==> src/rtl/cau_pkg.sv <==
// Shared types for the complex arithmetic unit.
// Holds the action codes and the control struct that rides along the divider cell chain.
// No dependencies.
package cau_pkg;

   // Operation codes carried in the low bits of the request transaction.
   typedef enum logic [2:0] {
      ACT_ADD   = 3'd0,
      ACT_SUB   = 3'd1,
      ACT_MUL   = 3'd2,
      ACT_DIV   = 3'd3,
      ACT_SCALE = 3'd4
   } act_type;

   // Control bits that travel with each transaction through the cell chain.
   typedef struct packed {
      logic valid;    // stage holds a transaction
      logic is_div;   // divide with a nonzero divisor: result comes from the quotient
      logic dz;       // divide with a zero-magnitude divisor
      logic neg_re;   // sign of the real dividend
      logic neg_im;   // sign of the imaginary dividend
   } ctl_type;

endpackage

==> src/rtl/cau_div_cell.sv <==
// One cell of the restoring divider chain: produces one quotient bit for each part.
// Depends on cau_pkg for the control struct.
// Non-divide results pass through the cell unchanged.
module cau_div_cell #(
   parameter int PW = 32,
   parameter int NW = 40,
   parameter int VW = 33
) (
   input  logic                 clock,
   input  logic                 reset,
   input  logic                 advance,
   input  cau_pkg::ctl_type     ctl_in,
   input  logic [PW-1:0]        den_in,
   input  logic [PW:0]          rem_re_in,
   input  logic [PW:0]          rem_im_in,
   input  logic [NW-1:0]        work_re_in,
   input  logic [NW-1:0]        work_im_in,
   input  logic signed [VW-1:0] val_re_in,
   input  logic signed [VW-1:0] val_im_in,
   output cau_pkg::ctl_type     ctl_out,
   output logic [PW-1:0]        den_out,
   output logic [PW:0]          rem_re_out,
   output logic [PW:0]          rem_im_out,
   output logic [NW-1:0]        work_re_out,
   output logic [NW-1:0]        work_im_out,
   output logic signed [VW-1:0] val_re_out,
   output logic signed [VW-1:0] val_im_out
);

   cau_pkg::ctl_type     ctl_ff;
   logic [PW-1:0]        den_ff;
   logic [PW:0]          rem_re_ff, rem_im_ff, rem_re_in_n, rem_im_in_n;
   logic [NW-1:0]        work_re_ff, work_im_ff, work_re_in_n, work_im_in_n;
   logic signed [VW-1:0] val_re_ff, val_im_ff;
   logic [PW:0]          trial_re, trial_im, den_ext;
   logic                 ge_re, ge_im;

   // Shift in the next dividend bit and subtract the divisor where it fits.
   always_comb begin
      den_ext      = {1'b0, den_in};
      trial_re     = {rem_re_in[PW-1:0], work_re_in[NW-1]};
      trial_im     = {rem_im_in[PW-1:0], work_im_in[NW-1]};
      ge_re        = trial_re >= den_ext;
      ge_im        = trial_im >= den_ext;
      rem_re_in_n  = ge_re ? trial_re - den_ext : trial_re;
      rem_im_in_n  = ge_im ? trial_im - den_ext : trial_im;
      work_re_in_n = {work_re_in[NW-2:0], ge_re};
      work_im_in_n = {work_im_in[NW-2:0], ge_im};
   end

   // Control state is reset; the data path only follows the control.
   always_ff @(posedge clock) begin
      if (reset) begin
         ctl_ff <= '0;
      end else if (advance) begin
         ctl_ff <= ctl_in;
      end
   end

   always_ff @(posedge clock) begin
      if (advance) begin
         den_ff     <= den_in;
         rem_re_ff  <= rem_re_in_n;
         rem_im_ff  <= rem_im_in_n;
         work_re_ff <= work_re_in_n;
         work_im_ff <= work_im_in_n;
         val_re_ff  <= val_re_in;
         val_im_ff  <= val_im_in;
      end
   end

   assign ctl_out     = ctl_ff;
   assign den_out     = den_ff;
   assign rem_re_out  = rem_re_ff;
   assign rem_im_out  = rem_im_ff;
   assign work_re_out = work_re_ff;
   assign work_im_out = work_im_ff;
   assign val_re_out  = val_re_ff;
   assign val_im_out  = val_im_ff;

endmodule

==> config.mk <==
export PLATFORM = sky130hd
export DESIGN_NAME = cau_div_cell
export DESIGN_NICKNAME = d
export VERILOG_FILES = /design/src/rtl/cau_pkg.sv /design/src/rtl/cau_div_cell.sv
export SDC_FILE = /design/constraint.sdc
export NUM_CORES = 1
export LEC_CHECK = 0
export BUFFER_PORTS_ARGS = -buffer_cell sky130_fd_sc_hd__buf_4
export CORE_MARGIN = 3
export CORE_UTILIZATION = 30
export CTS_CLUSTER_SIZE = 8
export DETAILED_ROUTE_END_ITERATION = 12
export PLACE_DENSITY_LB_ADDON = 0.12
export SLEW_MARGIN = 20
export SYNTH_ARGS = -nofsm -noshare
export SYNTH_HDL_FRONTEND = slang
export SYNTH_SLANG_ARGS = --single-unit
==> constraint.sdc <==
create_clock -name clock -period 4.6 [get_ports clock]
set_clock_uncertainty 0.2 [all_clocks]
set_input_delay 0.69 -clock clock [delete_from_list [all_inputs] [get_ports clock]]
set_output_delay 0.69 -clock clock [all_outputs]
set_load 0.03 [all_outputs]
# == Word level (Yosys, flattened, before mapping) ==
# Cells that the tools add are included.
# Widths: inputs -> output; s select.
# op_classes
n_reduce_logical,0
shifts,0
magnitude_cmp,2
n_bitwise,0
add_sub_neg,2
div,0
multipliers,0
n_mux,2
n_eq_ne,0
# ops
operator,n
$ge 33x32->1,2
$mux 33,2
$sub 33x32->33,2
# word_totals
register_bits,249
output_inout_bits,249
elab_cells,18
latch_bits,0
ramBits,0
romBits,0
memories,0
input_bits,252

# == Logic depth before layout (Yosys ltp) ==
# Gate-level depths: netlist of run 1.
# depth
ltp_word,2
ltp_mapped,14
ltp_nobuf,12

# == Worst setup path after synthesis of run 1 ==
# No wires, ideal clock.
# synth_timing
path_type,in2reg
from,input port den_in[1]
to,register rem_im_ff[11] (netlist: rem_im_out[11]) (data pin)
setup_time_ns,0.260
required_ns,4.140
t_arrival_ns,2.994
n_path_buf,2
path_slack_ns,1.146
cell_stages,12
cell_sequence,inv_1 -> ha_1 -> nor2b_4 -> o31ai_2 -> a31o_2 -> o221ai_2 -> a211o_1 -> nor2b_1 -> a211o_1 -> buf_6 -> buf_6 -> mux2_4
# synth_via
elab_chain_cells,2
elab_cells_between_ends,3
# synth_lines
element,line,text
start: declaration,cau_div_cell.sv:13,"input logic [PW-1:0] den_in,"
$sub 33x32->33 / $ge 33x32->1 (equally long branches),"cau_div_cell.sv:46, cau_div_cell.sv:44",
$mux 33 *,cau_div_cell.sv:46,rem_im_in_n = ge_im ? trial_im - den_ext : trial_im;
via rem_im_in_n[11],cau_div_cell.sv:32,"logic [PW:0] rem_re_ff, rem_im_ff, rem_re_in_n, rem_im_in_n;"
end signal: assignment,cau_div_cell.sv:64,rem_im_ff <= rem_im_in_n;
end: declaration,cau_div_cell.sv:32,
# The timed path passes the listed nets; every way through them passes the cells marked *.
# A chain may end at the register's enable or synchronous reset.

# == Worst setup path in the final report of run 1 ==
# layout_timing
from,input port den_in[1]
to,register rem_im_ff[32] (netlist: rem_im_out[32]) (data pin)
# The elaborated chain is that of the path after synthesis.

==> flow_summary_export.csv, run 1 <==
group,metric,value,unit
outcome,status,"finished clean",
critical_path,slowest_stage,"a211o_1",
die,die_h,204.7,um
layout,n_antenna_cell,0,
critical_path,rr_endpoint,"ctl_out[3]",
sta,worst_pin_slew,1.027,ns
route,routed_wl,40540,um
cts,ctsResizeCount,0,
critical_path,cp_cell_sequence,"buf_4 > inv_1 > ha_1 > nor2b_4 > o31ai_2 > a31o_2 > o221ai_2 > a211o_1 > nor2b_1 > a211o_2 > buf_12 > nor2b_1 > mux2_2",
layout,area_growth_syn_to_layout,46.35,%
global_route,grt_use_total,18.53,%
global_route,grt_max_degree,113,
layout,nNetsFinal,1757,
power,powerDensity,415.5,nW/um^2
global_route,grt_pass1_vias,9130,
sta,max_slew_margin,31.54,%
min_path,hp-class,"input pin to register",
layout,final_util,44.64,%
die,core,38830,sq um
layout,layout_commonest_cell,"buf_4",
critical_path,cpMostUsedCell,"nor2b_1",
synthesis,synth_top_area_share,61.86,%
cts,ctsHoldBuffers,0,
cts,htree_levels,2,
critical_path,crit_type,"input pin to register",
die,pin_count,501,
cts,clock-sinks,249,
cts,cts_max_path_buffers,3,
route,firstDrtPassIters,6,
synthesis,synth_nets,1231,
synthesis,netlist_area,11840,sq um
synthesis,yosysTopAreaCell,"edfxtp_1",
die,die-area,41900,sq um
layout,drive_above_1_share,40.72,%
route,vias,9115,
cts,cts_tree,"built",
sta,fmax,290.2,MHz
synthesis,ys_ff_latch,249,
synthesis,yosys_most_used_dff,"edfxtp_1",
min_path,hold_depth,1,
route,drc_errors,0,
min_path,min_to,"val_im_out[32]",
critical_path,slowest_delay,0.38,ns
sta,finalSetupViolCount,0,
power,swShare,29.40,%
cts,worst_skew_pair.late_latency,0.52,ns
critical_path,critPathMaxFanout,32,
route,drt_iter0_markers,379,
critical_path,crit_required,4.69,ns
cts,path_clk_slew,0.05,ns
synthesis,synth_edf_count,244,
synthesis,synth.distinct_cells,64,
sta,finalHoldViolCount,0,
critical_path,cp-end-kind,"register",
route,wl_per_cell,20.56,um
synthesis,synth.top_cells.by_area,"edfxtp_1 62%, ha_1 6.8%, a21oi_1 3.2%",
critical_path,critPathLaunchType,"input pin",
global_route,grt_first_pass_wirelength,57460,um
die,rows,72,
power,p_clk_share,35.8,%
placement,gp_congestion,0.8570,
power,intPower,5.085,mW
sta,fin_tns_setup,0,ns
power,combPwrFrac,24.8,%
global_route,antenna_found_initial,3,
sta,period_needed,3.445,ns
synthesis,ys.warnings.count,0,
die,die_w,204.7,um
cts,post-cts-setup-buffer-count,0,
layout,final_cell_mix,"504 x buf_4, 244 x edfxtp_1, 75 x nand2_1, 75 x a21oi_1, 64 x ha_1",
power,peakVddDrop,0.0002603,V
critical_path,timing.rr.start,"ctl_out[3]",
sta,period_share,74.90,%
power,power_frac_seq,39.4,%
placement,dp_hpwl,32490,um
route,drtAntennaViolNets,0,
min_path,hp-start,"val_im_in[32]",
cts,cts_root_buf,"clkbuf_16",
power,power.switching,2.117,mW
global_route,grt_overflow,0,
placement,io_buffer_count,498,
power,leakagePower,7.497,nW
critical_path,crit_arrival,3.54,ns
die,start_util,30.50,%
critical_path,r2r_cells,2,
synthesis,syn-instance-count,913,
flow_run,maxCapViolCount,0,
route,viasPerCell,4.622,
sta,final_max_slew_viol_count,0,
critical_path,reg2reg_slack,3.80,ns
synthesis,ys_seq_area_share,62.71,%
synthesis,synthArstFlopShare,0,%
cts,cts_buffers,38,
synthesis,avgSynthCellArea,12.97,sq um
sta,rsz0062_at_grt,"false",
flip-flops by register name, summed over array words and instances (netlist names):
register and flops:
ctl_out 5, work_re_out 40, val_re_out 33, den_out 32
work_im_out 40, val_im_out 33, rem_re_out 33, rem_im_out 33
worst max-delay path: cells and delay by family:
| family | cells | cell delay, ns |
|---|---|---|
| buf+inv | 3 | 0.40 |
| mux | 1 | 0.25 |
| compound gates | 5 | 1.45 |
| fa+ha+maj | 1 | 0.32 |
| simple gates | 3 | 0.42 |
Yosys cell counts (4+ instances only):
library cell	count
edfxtp_1	244
a21oi_1	75
nand2_1	75
ha_1	64
nor2_1	58
o21ai_0	57
inv_1	53
xnor2_1	32
a21o_1	26
xor2_1	18
clkbuf_1	13
nand3_1	12
a21oi_2	10
mux2_2	10
nor2b_1	10
mux2_4	9
nand4_1	9
o21bai_1	9
o21a_1	8
a211o_1	7
a211oi_1	7
nand2b_1	7
and3_1	6
buf_6	6
mux2i_1	6
nor3_1	6
a31oi_1	5
and2_1	5
dfxtp_1	5
o211ai_1	5
nor4_1	4
cell families after synthesis:
logic type               share of synthesized area [%]
AO/OA/AOI/OAI                                    12.95
XOR/XNOR                                         3.697
flip-flops                                       62.71
multiplexers                                     2.599
buffers and inverters                            2.894
adder cells (fa/ha/maj)                          7.099
AND/OR/NAND/NOR                                  8.050
cell type report:
cell class | instances | area [sq um]
Fill cell | 3639 | 21490
Sequential cell | 249 | 7427
Multi-Input combinational cell | 588 | 4083
Timing Repair Buffer | 509 | 3879
Clock buffer | 48 | 1020
Tap cell | 518 | 648.1
Inverter | 53 | 198.9
Clock inverter | 7 | 77.57
power by group through the flow:
stage                     sequential, mW  combinational [mW]  clock [mW]
after floorplan                     3.35               0.567           0
after global placement              2.88                1.80           0
after detailed placement            2.88                1.80           0
after CTS                           2.84                1.81        2.69
after global routing                2.86                1.91        2.78
final                               2.84                1.78        2.58
layer usage:
layer  vias up  global-route usage (%)  wire, um
li1       4473                       -         -
met1      4261                   20.45     14840
met2       317                   32.23     20200
met3        60                   8.025      4324
met4         4                   5.751      1148
met5         -                       0        27
per-stage QoR:
stage | worst slack (ns) | power, mW | cell area [sq um] | hold WS [ns] | std cells
after floorplan | 1.146 | 3.913 | 11840 | 0.4301 | 913
after global placement | 0.6221 | 4.674 | 16240 | 0.2800 | 1917
after detailed placement | 0.5777 | 4.680 | 16240 | 0.2858 | 1917
after CTS | 1.155 | 7.335 | 17330 | 0.08220 | 1972
after global routing | 1.001 | 7.554 | 17330 | 0.09095 | 1972
final | 1.155 | 7.202 | 17330 | 0.1263 | 1972
worst max-delay path by stage:
stage / slack, ns / endpoint / start / cells after the start
after floorplan: 1.15 / rem_im_out[11] / den_in[1] / 12
after global placement: 0.62 / rem_im_out[32] / den_in[1] / 13
after detailed placement: 0.58 / rem_im_out[31] / den_in[16] / 12
after CTS: 1.16 / rem_im_out[31] / den_in[15] / 12
after global routing: 1.00 / rem_re_out[31] / den_in[11] / 13
final: 1.15 / rem_im_out[32] / den_in[1] / 13
(Power assumes the default switching activity.)
==> run 2, diff against run 1 <==
- clock period: 4.6 -> 2.8 ns (I/O delays scaled with it)
==> run 2 against run 1 <==
Compared with the run above: non-clock buffer count up 452; die area unchanged; via count up 20%; sequential power up 64%; cell count up 23%; critical endpoint unchanged; largest power group unchanged.
==> flow_summary_export.csv, run 2 (synthesized netlist as in run 1, its figures left out) <==
group,metric,value,unit
cts,cts_tree,"built",
route,vias,10923,
cts,clock-sinks,249,
flow_run,maxCapViolCount,0,
global_route,grt_use_total,20.24,%
global_route,grt_overflow,0,
layout,area_growth_syn_to_layout,84.15,%
critical_path,crit_arrival,2.85,ns
placement,dp_hpwl,33570,um
cts,path_clk_slew,0.05,ns
die,core,38830,sq um
min_path,hp-class,"input pin to register",
die,pin_count,501,
route,firstDrtPassIters,6,
layout,layout_commonest_cell,"buf_4",
route,drtAntennaViolNets,0,
critical_path,critPathMaxFanout,22,
global_route,grt_pass1_vias,11260,
global_route,grt_max_degree,67,
outcome,status,"finished clean",
sta,period_share,98.50,%
cts,cts_max_path_buffers,3,
power,powerDensity,573.9,nW/um^2
layout,multi_input_area,4556,sq um
sta,finalSetupViolCount,0,
critical_path,crit_type,"input pin to register",
global_route,grt_first_pass_wirelength,64520,um
sta,fmax,362.6,MHz
route,routed_wl,44670,um
route,viasPerCell,4.504,
layout,drive_above_1_share,47.01,%
route,wl_per_cell,18.42,um
layout,fillers,3289,
route,drc_errors,0,
cts,cts_root_buf,"clkbuf_16",
cts,cts_buffers,37,
placement,io_buffer_count,498,
sta,finalHoldViolCount,0,
layout,register_area,7427,sq um
sta,worst_pin_slew,0.3995,ns
layout,fin_area,21810,sq um
die,start_util,30.50,%
die,die_w,204.7,um
critical_path,critPathLaunchType,"input pin",
cts,worst_skew_pair.late_latency,0.52,ns
die,die-area,41900,sq um
sta,period_needed,2.758,ns
critical_path,cp-end-kind,"register",
die,die_h,204.7,um
global_route,antenna_found_initial,4,
placement,placed_area,18200,sq um
sta,max_slew_margin,73.16,%
layout,nNetsFinal,2208,
sta,whs,0.04103,ns
power,peakVddDrop,0.0003978,V
route,drt_iter0_markers,405,
layout,final_cell_mix,"727 x buf_4, 244 x edfxtp_1, 221 x dlygate4sd3_1",
die,rows,72,
sta,rsz0062_at_grt,"true",
power,p_total,12.52,mW
power,leakagePower,9.590,nW
placement,gp_congestion,0.9103,
cts,htree_levels,2,
critical_path,crit_required,2.89,ns
sta,final_max_slew_viol_count,0,
## run 2: changes by cell type in the layout (fill, tap and decap cells not counted), sizes merged, moves of 2 or more
cell,change
buf,+230
clkbuf,+2
clkinv,-3
clkinvlp,+3
diode,+3
dlygate4sd3,+221
inv,-2
## run 2: stage by stage
stage / instances / setup slack (ns) / util (%) / setup TNS [ns]
floorplan: 913 / -0.2108 / - / -7.460
global placement: 2137 / -0.8708 / 46.88 / -41.43
global route: 2425 / -0.05605 / 56.17 / -0.3691
detailed placement: 2137 / -0.8634 / 46.88 / -42.59
finish: 2425 / 0.04205 / 56.17 / 0
CTS: 2411 / -0.001062 / 55.38 / -0.001062
## run 2: worst max-delay path: stages
cell and delay [ns]:
buf_4 0.11, inv_1 0.06, ha_2 0.18, buf_4 0.11
nor2b_4 0.04, o31ai_4 0.23, a31o_2 0.24, o221ai_4 0.12
a211o_1 0.32, nor2b_1 0.14, a211o_2 0.30, buf_12 0.17
nor2b_1 0.13, mux2_2 0.26
## run 2: per-layer routing
metal  vias to the layer above  wire length (um)  GRT usage [%]
met5                         -                20              0
met4                         2              1340          7.569
met3                        72              3362          5.705
met2                       333             22380          35.40
met1                      5138             17560          23.59
li1                       5378                 -              -
## run 2: repair_timing
item | 4_1_cts | 5_1_grt
endpoints found under the setup margin | 35 | 56
gates cloned | 0 | 1
setup buffers | 0 | 10
pin swaps | 5 | 20
hold buffers | 221 | 0
hold endpoints to repair | 220 | 0
resized for setup | 9 | 63
## run 2: final cells by class
type	count	share of cell area, %
diodes	3	0.03442
clock buffers	49	4.549
clock inverters	4	0.2008
inverters	53	1.073
multi-input cells	588	20.89
flip-flops and latches	249	34.05
well taps	518	2.972
repair buffers	961	36.23
## run 2: worst paths after layout
kind,start,end,slack [ns],cells after the start
hold / removal,rem_im_in[27],rem_im_out[28],0.04,3
setup reg to reg,ctl_out[2],ctl_out[2],1.47,3
setup / recovery,work_im_in[39],rem_im_out[32],0.04,14
hold reg to reg,ctl_out[0],ctl_out[0],0.31,2
## run 2: report_power, final
| part | total [mW] | internal (mW) | switching, mW |
|---|---|---|---|
| Sequential | 4.67 | 4.56 | 0.111 |
| Clock | 4.08 | 2.46 | 1.62 |
| Combinational | 3.77 | 1.78 | 1.99 |
| Total | 12.5 | 8.80 | 3.72 |
